### src/rtl/spq_pkg.sv
package spq_pkg;

    // Default geometry
    localparam int LEVELS_DEFAULT = 4;
    localparam int DEPTH_DEFAULT  = 16;

    // Field widths fixed by the interface
    localparam int HANDLE_W = 16;
    localparam int PRIO_W   = 2;
    localparam int STATUS_W = 2;

    // Action codes
    localparam logic ACT_ENQ = 1'b0;
    localparam logic ACT_DEQ = 1'b1;

    // Result status codes
    localparam logic [STATUS_W-1:0] STATUS_OK    = 2'd0;
    localparam logic [STATUS_W-1:0] STATUS_EMPTY = 2'd1;
    localparam logic [STATUS_W-1:0] STATUS_FULL  = 2'd2;

    // Controller states
    typedef enum logic
    {
        ST_IDLE,
        ST_RESP
    } state_t;

    // Controller to datapath commands
    typedef struct packed
    {
        logic load;
    } ctrl_cmd_t;

endpackage

### src/rtl/strict_priority_multi_fifo_unit.sv
// Result: an accepted request has its result valid in the cycle after it is accepted.
// Throughput: one request per cycle while out_stall is low; the next request enters as the
// result is taken. The entry store has a single registered read port.
// Reset: asynchronous active-low rst_n empties every level (head pointers and fill
// counts to zero); entry store contents are not cleared and need no clearing pass.
module strict_priority_multi_fifo_unit #(
    parameter int LEVELS = spq_pkg::LEVELS_DEFAULT,
    parameter int DEPTH  = spq_pkg::DEPTH_DEFAULT
) (
    input  logic                            clk,
    input  logic                            rst_n,
    input  logic                            in_valid,
    output logic                            in_stall,
    input  logic                            action,
    input  logic [spq_pkg::PRIO_W-1:0]      priority_req,
    input  logic [spq_pkg::HANDLE_W-1:0]    payload,
    output logic                            out_valid,
    input  logic                            out_stall,
    output logic [spq_pkg::STATUS_W-1:0]    status,
    output logic [spq_pkg::HANDLE_W-1:0]    out_payload,
    output logic [spq_pkg::PRIO_W-1:0]      out_priority
);

    spq_pkg::ctrl_cmd_t cmd;

    // Handshake controller
    spq_ctrl u_ctrl (
        .clk       (clk),
        .rst_n     (rst_n),
        .in_valid  (in_valid),
        .in_stall  (in_stall),
        .out_valid (out_valid),
        .out_stall (out_stall),
        .cmd       (cmd)
    );

    // Queue state and entry store
    spq_datapath #(
        .LEVELS (LEVELS),
        .DEPTH  (DEPTH)
    ) u_datapath (
        .clk          (clk),
        .rst_n        (rst_n),
        .cmd          (cmd),
        .action       (action),
        .priority_req (priority_req),
        .payload      (payload),
        .status       (status),
        .out_payload  (out_payload),
        .out_priority (out_priority)
    );

endmodule

### src/rtl/spq_ram.sv
module spq_ram #(
    parameter int WIDTH = 16,
    parameter int DEPTH = 64
) (
    input  logic                     clk,
    input  logic                     we,
    input  logic [$clog2(DEPTH)-1:0] waddr,
    input  logic [WIDTH-1:0]         wdata,
    input  logic                     re,
    input  logic [$clog2(DEPTH)-1:0] raddr,
    output logic [WIDTH-1:0]         rdata
);

    logic [WIDTH-1:0] mem [DEPTH];
    logic [WIDTH-1:0] rdata_reg;

    // Write port
    always_ff @(posedge clk)
    begin
        if (we)
        begin
            mem[waddr] <= wdata;
        end
    end

    // Registered read, held between reads
    always_ff @(posedge clk)
    begin
        if (re)
        begin
            rdata_reg <= mem[raddr];
        end
    end

    assign rdata = rdata_reg;

endmodule

### src/rtl/spq_ctrl.sv
module spq_ctrl (
    input  logic                clk,
    input  logic                rst_n,
    input  logic                in_valid,
    output logic                in_stall,
    output logic                out_valid,
    input  logic                out_stall,
    output spq_pkg::ctrl_cmd_t  cmd
);

    spq_pkg::state_t state_reg;
    spq_pkg::state_t state_next;

    // State register
    always_ff @(posedge clk or negedge rst_n)
    begin
        if (!rst_n)
        begin
            state_reg <= spq_pkg::ST_IDLE;
        end
        else
        begin
            state_reg <= state_next;
        end
    end

    // Next state and handshake outputs; a new request enters as the result leaves
    always_comb
    begin
        out_valid  = 1'b0;
        in_stall   = 1'b0;
        cmd.load   = 1'b0;
        state_next = state_reg;
        case (state_reg)
            spq_pkg::ST_IDLE:
            begin
                cmd.load = in_valid;
                if (in_valid)
                begin
                    state_next = spq_pkg::ST_RESP;
                end
            end
            spq_pkg::ST_RESP:
            begin
                out_valid = 1'b1;
                in_stall  = out_stall;
                cmd.load  = in_valid && !out_stall;
                if (!out_stall && !in_valid)
                begin
                    state_next = spq_pkg::ST_IDLE;
                end
            end
            default:
            begin
                state_next = spq_pkg::ST_IDLE;
            end
        endcase
    end

endmodule

### src/rtl/spq_datapath.sv
module spq_datapath #(
    parameter int LEVELS = spq_pkg::LEVELS_DEFAULT,
    parameter int DEPTH  = spq_pkg::DEPTH_DEFAULT
) (
    input  logic                            clk,
    input  logic                            rst_n,
    input  spq_pkg::ctrl_cmd_t              cmd,
    input  logic                            action,
    input  logic [spq_pkg::PRIO_W-1:0]      priority_req,
    input  logic [spq_pkg::HANDLE_W-1:0]    payload,
    output logic [spq_pkg::STATUS_W-1:0]    status,
    output logic [spq_pkg::HANDLE_W-1:0]    out_payload,
    output logic [spq_pkg::PRIO_W-1:0]      out_priority
);

    localparam int LVL_W  = $clog2(LEVELS);
    localparam int PTR_W  = $clog2(DEPTH);
    localparam int CNT_W  = $clog2(DEPTH + 1);
    localparam int SLOTS  = LEVELS * DEPTH;
    localparam int ADDR_W = $clog2(SLOTS);

    logic [PTR_W-1:0] head_reg  [LEVELS];
    logic [CNT_W-1:0] count_reg [LEVELS];

    logic [spq_pkg::STATUS_W-1:0] status_reg;
    logic [spq_pkg::PRIO_W-1:0]   level_reg;
    logic                         deq_ok_reg;

    logic [LVL_W+1:0]  prio_wide;
    logic [LVL_W-1:0]  enq_lvl;
    logic              enq_ok;
    logic [PTR_W:0]    tail_sum;
    logic [PTR_W-1:0]  tail_slot;
    logic              deq_found;
    logic [LVL_W-1:0]  deq_lvl;
    logic [LVL_W+1:0]  deq_lvl_wide;
    logic              deq_ok;
    logic [PTR_W-1:0]  head_inc;
    logic [ADDR_W-1:0] waddr;
    logic [ADDR_W-1:0] raddr;
    logic              ram_we;
    logic              ram_re;
    logic [spq_pkg::HANDLE_W-1:0] ram_rdata;

    // Enqueue side: level check and tail slot of the ring
    assign prio_wide = (LVL_W + 2)'(priority_req);
    assign enq_lvl   = prio_wide[LVL_W-1:0];
    assign enq_ok    = (action == spq_pkg::ACT_ENQ)
                     && (int'(priority_req) < LEVELS)
                     && (count_reg[enq_lvl] != CNT_W'(DEPTH));

    always_comb
    begin
        tail_sum = (PTR_W + 1)'(head_reg[enq_lvl]) + (PTR_W + 1)'(count_reg[enq_lvl]);
        if (tail_sum >= (PTR_W + 1)'(DEPTH))
        begin
            tail_sum = tail_sum - (PTR_W + 1)'(DEPTH);
        end
        tail_slot = tail_sum[PTR_W-1:0];
    end

    // Dequeue side: lowest-numbered non-empty level
    always_comb
    begin
        deq_found = 1'b0;
        deq_lvl   = '0;
        for (int i = 0; i < LEVELS; i++)
        begin
            if (!deq_found && (count_reg[i] != '0))
            begin
                deq_found = 1'b1;
                deq_lvl   = LVL_W'(i);
            end
        end
    end

    assign deq_ok       = (action == spq_pkg::ACT_DEQ) && deq_found;
    assign deq_lvl_wide = (LVL_W + 2)'(deq_lvl);

    always_comb
    begin
        if (head_reg[deq_lvl] == PTR_W'(DEPTH - 1))
        begin
            head_inc = '0;
        end
        else
        begin
            head_inc = head_reg[deq_lvl] + PTR_W'(1);
        end
    end

    // Entry store addressing
    assign waddr  = ADDR_W'(enq_lvl) * ADDR_W'(DEPTH) + ADDR_W'(tail_slot);
    assign raddr  = ADDR_W'(deq_lvl) * ADDR_W'(DEPTH) + ADDR_W'(head_reg[deq_lvl]);
    assign ram_we = cmd.load && enq_ok;
    assign ram_re = cmd.load && deq_ok;

    spq_ram #(
        .WIDTH (spq_pkg::HANDLE_W),
        .DEPTH (SLOTS)
    ) u_store (
        .clk   (clk),
        .we    (ram_we),
        .waddr (waddr),
        .wdata (payload),
        .re    (ram_re),
        .raddr (raddr),
        .rdata (ram_rdata)
    );

    // Per-level head pointers and fill counts
    always_ff @(posedge clk or negedge rst_n)
    begin
        if (!rst_n)
        begin
            for (int i = 0; i < LEVELS; i++)
            begin
                head_reg[i]  <= '0;
                count_reg[i] <= '0;
            end
        end
        else if (ram_we)
        begin
            count_reg[enq_lvl] <= count_reg[enq_lvl] + CNT_W'(1);
        end
        else if (ram_re)
        begin
            head_reg[deq_lvl]  <= head_inc;
            count_reg[deq_lvl] <= count_reg[deq_lvl] - CNT_W'(1);
        end
    end

    // Result register
    always_ff @(posedge clk or negedge rst_n)
    begin
        if (!rst_n)
        begin
            status_reg <= spq_pkg::STATUS_OK;
            level_reg  <= '0;
            deq_ok_reg <= 1'b0;
        end
        else if (cmd.load)
        begin
            deq_ok_reg <= deq_ok;
            level_reg  <= deq_ok ? deq_lvl_wide[spq_pkg::PRIO_W-1:0] : '0;
            if (action == spq_pkg::ACT_ENQ)
            begin
                status_reg <= enq_ok ? spq_pkg::STATUS_OK : spq_pkg::STATUS_FULL;
            end
            else
            begin
                status_reg <= deq_ok ? spq_pkg::STATUS_OK : spq_pkg::STATUS_EMPTY;
            end
        end
    end

    assign status       = status_reg;
    assign out_priority = level_reg;
    assign out_payload  = deq_ok_reg ? ram_rdata : '0;

endmodule
### config.mk
export PLATFORM = sky130hd
export DESIGN_NAME = strict_priority_multi_fifo_unit
export DESIGN_NICKNAME = d
export VERILOG_FILES = /design/src/rtl/spq_pkg.sv /design/src/rtl/strict_priority_multi_fifo_unit.sv /design/src/rtl/spq_ram.sv /design/src/rtl/spq_ctrl.sv /design/src/rtl/spq_datapath.sv
export SDC_FILE = /design/constraint.sdc
export NUM_CORES = 1
export LEC_CHECK = 0
export BUFFER_PORTS_ARGS = -buffer_cell sky130_fd_sc_hd__buf_2
export CAP_MARGIN = 20
export CELL_PAD_IN_SITES_DETAIL_PLACEMENT = 2
export CELL_PAD_IN_SITES_GLOBAL_PLACEMENT = 2
export CORE_MARGIN = 2
export CORE_UTILIZATION = 48
export CTS_BUF_LIST = sky130_fd_sc_hd__clkbuf_8
export DETAILED_ROUTE_END_ITERATION = 12
export GPL_ROUTABILITY_DRIVEN = 0
export MAX_ROUTING_LAYER = met4
export PLACE_DENSITY = 0.87
export SYNTH_ARGS = -nofsm -noshare
export SYNTH_HDL_FRONTEND = slang
export SYNTH_HIERARCHICAL = 1
export SYNTH_SLANG_ARGS = --single-unit
### constraint.sdc
create_clock -name clk -period 9.6 [get_ports clk]
set_input_delay 0.96 -clock clk [delete_from_list [all_inputs] [get_ports clk]]
set_output_delay 0.96 -clock clk [all_outputs]
set_load 0.05 [all_outputs]
==> results, run 1 <==
- The run stopped with a tool error.
- The failing step is detailed placement.
- The first error in the log reads "[ERROR DPL-0033] detailed placement checks failed during check placement".
- The Yosys step of the flow raised 6 warnings.
- By area the synthesized netlist is led by edfxtp_1, mux4_2, dfrtp_1.
- The vertical die dimension is 304.0 um.
- The post-synthesis area per instance is 20.06 um2.
- After floorplanning, the core was divided into 110 placement rows.
- When the netlist entered floorplanning its net count stood at 2184.
- Buffers placed on the I/O ports in this run total between 40 and 50.
- Of the synthesized area, sequential elements account for about three quarters.
- Pin placement for this block handled 45 I/O pins.
- The detailed placement HPWL is around 99000 um.
- The primary flip-flop cell chosen by synthesis mapping is edfxtp_1.
- Once the floorplan was initialized, standard cells occupied 48.21% of the core.
- Synthesis handed over a netlist of 2153 instances.
- Of the post-synthesis cell area, the dominant cell type holds 72.29%.
- The netlist uses 78 different library cells.
- The cell area after synthesis is 43200 um2.
- After synthesis, the share of flip-flops with an asynchronous set or reset is just under 4%.
- Counting flops and latches in the post-synthesis netlist gives 1082.
- Counting flops with a built-in enable in the synthesized netlist gives between 1000 and 1500.
- The die outline width is 304.0 um.
- The largest total area in the synthesized netlist belongs to edfxtp_1.
==> Yosys cell counts (5+ instances only) <==
cell type / n
inv_1: 14
clkbuf_1: 30
a311oi_1: 8
a22oi_1: 39
mux2_2: 27
nand3_1: 30
a22o_1: 9
buf_2: 37
o22a_1: 6
buf_4: 14
o221ai_1: 5
nor3_1: 9
a211oi_1: 13
dfrtp_1: 42
nor2b_1: 30
xnor2_1: 6
mux4_1: 5
ha_1: 7
mux2i_1: 85
edfxtp_1: 1040
a221o_1: 7
and2_1: 24
a221oi_1: 18
mux4_2: 228
buf_12: 5
o31ai_1: 9
and4_1: 5
nor2_1: 92
a31oi_1: 14
a41oi_1: 9
o21ai_0: 29
a21oi_1: 42
a211o_1: 9
nand2_1: 93
nand4_1: 13
buf_6: 18
o21ai_1: 5
==> cell families after synthesis <==
kind of cell	Yosys count	synth area share [%]
multiplexers	345	14.86
buffers and inverters	128	1.935
flip-flops	1082	74.73
adder cells (fa/ha/maj)	8	0.2491
AO/OA/AOI/OAI	245	4.069
XOR/XNOR	10	0.2027
AND/OR/NAND/NOR	335	3.953
==> per-stage QoR <==
step | setup slack (ns) | instance area (um2) | hold slack [ns] | cells
3_3_place_gp | 3.790 | 44970 | 0.4747 | 3356
2_1_floorplan | 4.639 | 43200 | 0.4610 | 2153
==> inputs of run 2 (changes only) <==
--- a/config.mk
+++ b/config.mk
@@ -7,15 +7,11 @@
 export LEC_CHECK = 0
 export BUFFER_PORTS_ARGS = -buffer_cell sky130_fd_sc_hd__buf_2
 export CAP_MARGIN = 20
-export CELL_PAD_IN_SITES_DETAIL_PLACEMENT = 2
-export CELL_PAD_IN_SITES_GLOBAL_PLACEMENT = 2
 export CORE_MARGIN = 2
-export CORE_UTILIZATION = 48
-export CTS_BUF_LIST = sky130_fd_sc_hd__clkbuf_8
+export CORE_UTILIZATION = 33
 export DETAILED_ROUTE_END_ITERATION = 12
 export GPL_ROUTABILITY_DRIVEN = 0
-export MAX_ROUTING_LAYER = met4
-export PLACE_DENSITY = 0.87
+export PLACE_DENSITY_LB_ADDON = 0.15
 export SYNTH_ARGS = -nofsm -noshare
 export SYNTH_HDL_FRONTEND = slang
 export SYNTH_HIERARCHICAL = 1
==> run 2 against run 1 <==
Net effect:
- the flow now finishes without violations
- synthesized cell count is the same
- area after synthesis is the same
==> results, run 2 <==
- The source of the worst register-to-register timing path is u_datapath/count_reg[2]$_DFFE_PN0P_.
- Leaving out fill and tap cells, the most frequent cells in the layout are edfxtp_1, mux4_2, clkbuf_16.
- Traced cell by cell, the critical path runs through or4_1 -> o211ai_1 -> o221ai_1 -> a2bb2oi_4 -> buf_12 -> mux4_2 -> mux2_2 -> nand2_1 -> nand4_1 -> and4_1.
- The fraction of registers with async set/reset is 3.882% (unchanged).
- The number of max-cap violations is 0.
- The clock-pin slew on the worst setup and hold paths is around 0.060 ns.
- The post-synthesis area per instance came to 20.06 um2 (unchanged).
- The first global-routing pass estimated 169800 um of wire.
- The smallest setup slack after layout is roughly 3.8 ns.
- The number of instances in the synthesized netlist is 2153 (unchanged).
- The area enclosed by the die boundary is 133800 um2.
- Among all stages on the critical path, the largest delay is contributed by a2bb2oi_4.
- The most frequent cell after synthesis is edfxtp_1.
- The total wirelength of the detailed-routed design is 118800 um.
- The flip-flop and latch count after synthesis is 1082 (unchanged).
- The cell family with the largest share of critical-path delay is simple AND/OR/NAND/NOR gates.
- The required time at the endpoint of the critical path is 10.05 ns.
- The net total in the final layout is 2340.
- Of all nets on the critical path, the largest fanout is 95.
- The primary flip-flop cell chosen by synthesis mapping is edfxtp_1.
- The routed length on met3 is 8960 um.
- The number of global-route vias before repair is 22150.
- The most common cell after layout, fill and taps aside is edfxtp_1.
- Together, buffers and inverters on the worst path number 1.
- The startpoint-to-endpoint class of the critical path is reg -> reg.
- The tree built by TritonCTS fans out to 1082 sinks.
- Setup repair after global routing left no endpoint under its margin.
- The number of antenna violations at the first check in global routing is 14.
- Headroom to the max-slew limit came out at roughly 28%.
- In the final layout, the share of cells above drive strength 1 is 25.21%.
- In this run the power density over the cells is 249.5 nW/um2.
- Global routing consumed, over all layers together, around 18% of the routing resources.
- Global routing finished with a remaining overflow of 0.
- At the later pin of the worst-skew pair, clock insertion delay measures 0.70 ns.
- The routed design could run at a clock period as short as 5.820 ns.
- The largest single stage delay on the critical path is 0.67 ns.
- Tracing the worst setup path back leads to its startpoint at u_datapath/count_reg[2]$_DFFE_PN0P_.
- The placed instances occupy a cell area of approximately 46000 um2.
- For this block, the initial DRC count from the detailed router was 2440.
- The cell type contributing the most total cell area after synthesis is edfxtp_1.
- The startpoint type of the worst setup path is a register.
- The TritonCTS clock tree is done.
- The detailed placement HPWL was 70490 um (-29%).
- The die outline width is 365.8 um (+20%).
- The maximum achievable frequency is roughly 170 MHz.
- For the pin with the worst max-slew slack, the measured transition is 1.078 ns.
- Data on the critical path arrives at its endpoint at 6.27 ns.
- The analysis attributes to cell leakage a power of 0.01547 uW.
- The count of final max-slew check failures was 0.
- Following the worst setup path forward leads to its endpoint at u_datapath/u_store/rdata[14]$_DFFE_PP_.
- The count of buffers inserted at the top-level ports came to 44 (unchanged).
- The depth of the worst register-to-register path is 10.
- The register with the most flip-flops in the layout has 1024 of them.
- Setup violations remaining at the end of the flow were counted as 0.
- Buffers inserted to repair hold after CTS numbered 0.
- The register-to-register path setup slack is 3.78 ns.
- Yosys attributes the largest share of cell area to edfxtp_1, mux4_2, dfrtp_1.
- The finished layout cell area is 49360 um2.
- Sorting the synthesized cells by how often they occur yields edfxtp_1, mux4_2, nand2_1.
- The maximum buffer depth of the clock tree is 3.
- Post-CTS repair changed the size of 0 cells.
- The number of iterations in the first detailed-routing pass is 7.
- The via total after detailed routing is 22057.
- The count of flip-flops with a built-in enable after synthesis is 1040 (unchanged).
- The endpoint identified for the worst register-to-register timing path is u_datapath/u_store/rdata[14]$_DFFE_PP_.
- For this run, design rule violations remaining after detail routing come to 0.
- The final count of hold timing violations came to 0.
- The final critical path takes up 60.63% of the cycle.
- The type of the tightest min-delay check is in -> async.
- After detailed routing, the met2 layer carries between 50000 and 60000 um of wire.
- The area share of the largest cell type after synthesis was 72.29% (unchanged).
- After detailed routing, no signal wire sits above met5.
- The worst setup path is captured at a register.
- The core outline area is 129600 um2.
- The count of nets left with antenna violations once routing finished came out at 0.
- The vertical die dimension was 365.8 um (+20%).
- The cell area after synthesis is 43200 um2 (unchanged).
- The minimum hold slack is just under 0.2 ns.
- The H-tree level count is 3.
- The clock tree root driver cell is clkbuf_16.
- The run finished with clean final reports.
- The warning count from the yosys run was 6 (unchanged).
- The final-layout setup total negative slack is 0 ns.
- The post-CTS setup-driven buffer insertion count is 0.
- After detailed routing, the average wire length per cell comes to 28.67 um.
- The number of cell rows is 132 (+20%).
- Counting the buffers created by CTS gives around 110.
- The count of cell instances traversed by the critical path is 10.
- Entering global routing, the biggest net connects 122 pins.
- The net count after synthesis was 2184 (unchanged).
- The largest clock skew in the final design is 0.02536 ns.
- The count of cells in the finished layout, fillers not included, comes to 4144.
- The starting utilization of the core area was 33.32% (-15 points).
- The routed length on met1 is 51960 um.
- The total placed cells including tap cells is 3931.
- The boundary pin count is 45 (unchanged).
- The per-cell via count in the routed design is around 5.3.
- The signed area change from the synthesized netlist to the final layout is 14.26%.
- VDD sags by at most 0.1760 mV.
- The number of distinct library cells after synthesis is 78 (unchanged).
- OpenSTA, run right after detailed placement, puts the worst setup slack at 3.867 ns.
- The part of the Yosys area used for sequential elements is 74.73% (unchanged).
==> run 2: per-layer routing <==
layer  vias up  global-route usage (%)
li1       9264                       -
met3       195                   4.181
met2       738                   27.00
met4        10                   5.141
met1     11850                   25.04
met5         -                       0
==> run 2: kinds of logic (layout without fill, tap and decap cells) <==
logic type      after synthesis  in the layout  share of synthesized area (%)
flops                      1082           1082                          74.73
mux                         345            345                          14.86
simple gates                335            335                          3.953
compound gates              245            245                          4.069
buf+inv                     128            375                          1.935
xor+xnor                     10             10                         0.2027
fa+ha+maj                     8              8                         0.2491
other cells                   0              2                              0
==> run 2: area by class of cell <==
cell class	count	area, um2
Tap cell	1742	2180
Clock buffer	136	2914
Multi-Input combinational cell	943	10170
Clock inverter	69	599.3
Timing Repair Buffer	156	1155
Sequential cell	1082	32280
Fill cell	11777	80290
Inverter	14	52.55
Antenna cell	2	5.005
==> run 2: worst min path at each step <==
| stage | start | end | slack [ns] | cells after the start |
|---|---|---|---|---|
| after detailed placement | u_datapath/status[0]$_DFFE_PN0P_ | u_datapath/status[0]$_DFFE_PN0P_ | 0.50 | 1 |
| final | rst_n | u_datapath/count_reg[6]$_DFFE_PN0P_ | 0.20 | 1 |
| after global placement | u_datapath/status[1]$_DFFE_PN0P_ | u_datapath/status[1]$_DFFE_PN0P_ | 0.50 | 1 |
| after floorplan | u_datapath/head_reg[10]$_DFFE_PN0P_ | u_datapath/head_reg[10]$_DFFE_PN0P_ | 0.46 | 2 |
| after CTS | in_valid | u_ctrl/state_reg$_DFF_PN0_ | 0.40 | 2 |
| after global routing | rst_n | u_datapath/count_reg[13]$_DFFE_PN0P_ | 0.19 | 1 |
==> run 2: power breakdown <==
part           total [uW]  leakage, uW  internal (uW)  switching (uW)
clock                4210      0.00171           2390            1820
sequential           5410      0.00987           5300             103
combinational        2690      0.00389           1030            1660
total               12300       0.0155           8730            3580
==> run 2: worst register-to-register path: stages (launching register included) <==
cell and delay, ns:
dfrtp_1 0.44, or4_1 0.65, o211ai_1 0.60, o221ai_1 0.33, a2bb2oi_4 0.67, buf_12 0.59, mux4_2 0.83, mux2_2 0.30
nand2_1 0.08, nand4_1 0.64, and4_1 0.43
==> run 2: stage by stage <==
stage	power [uW]	util (%)
6_report	12310	38.07
5_1_grt	12790	38.07
4_1_cts	12450	38.01
3_5_place_dp	8217	35.30
3_3_place_gp	8193	35.27
2_1_floorplan	7287	-
No activity file was read; power rests on OpenSTA's default activity.
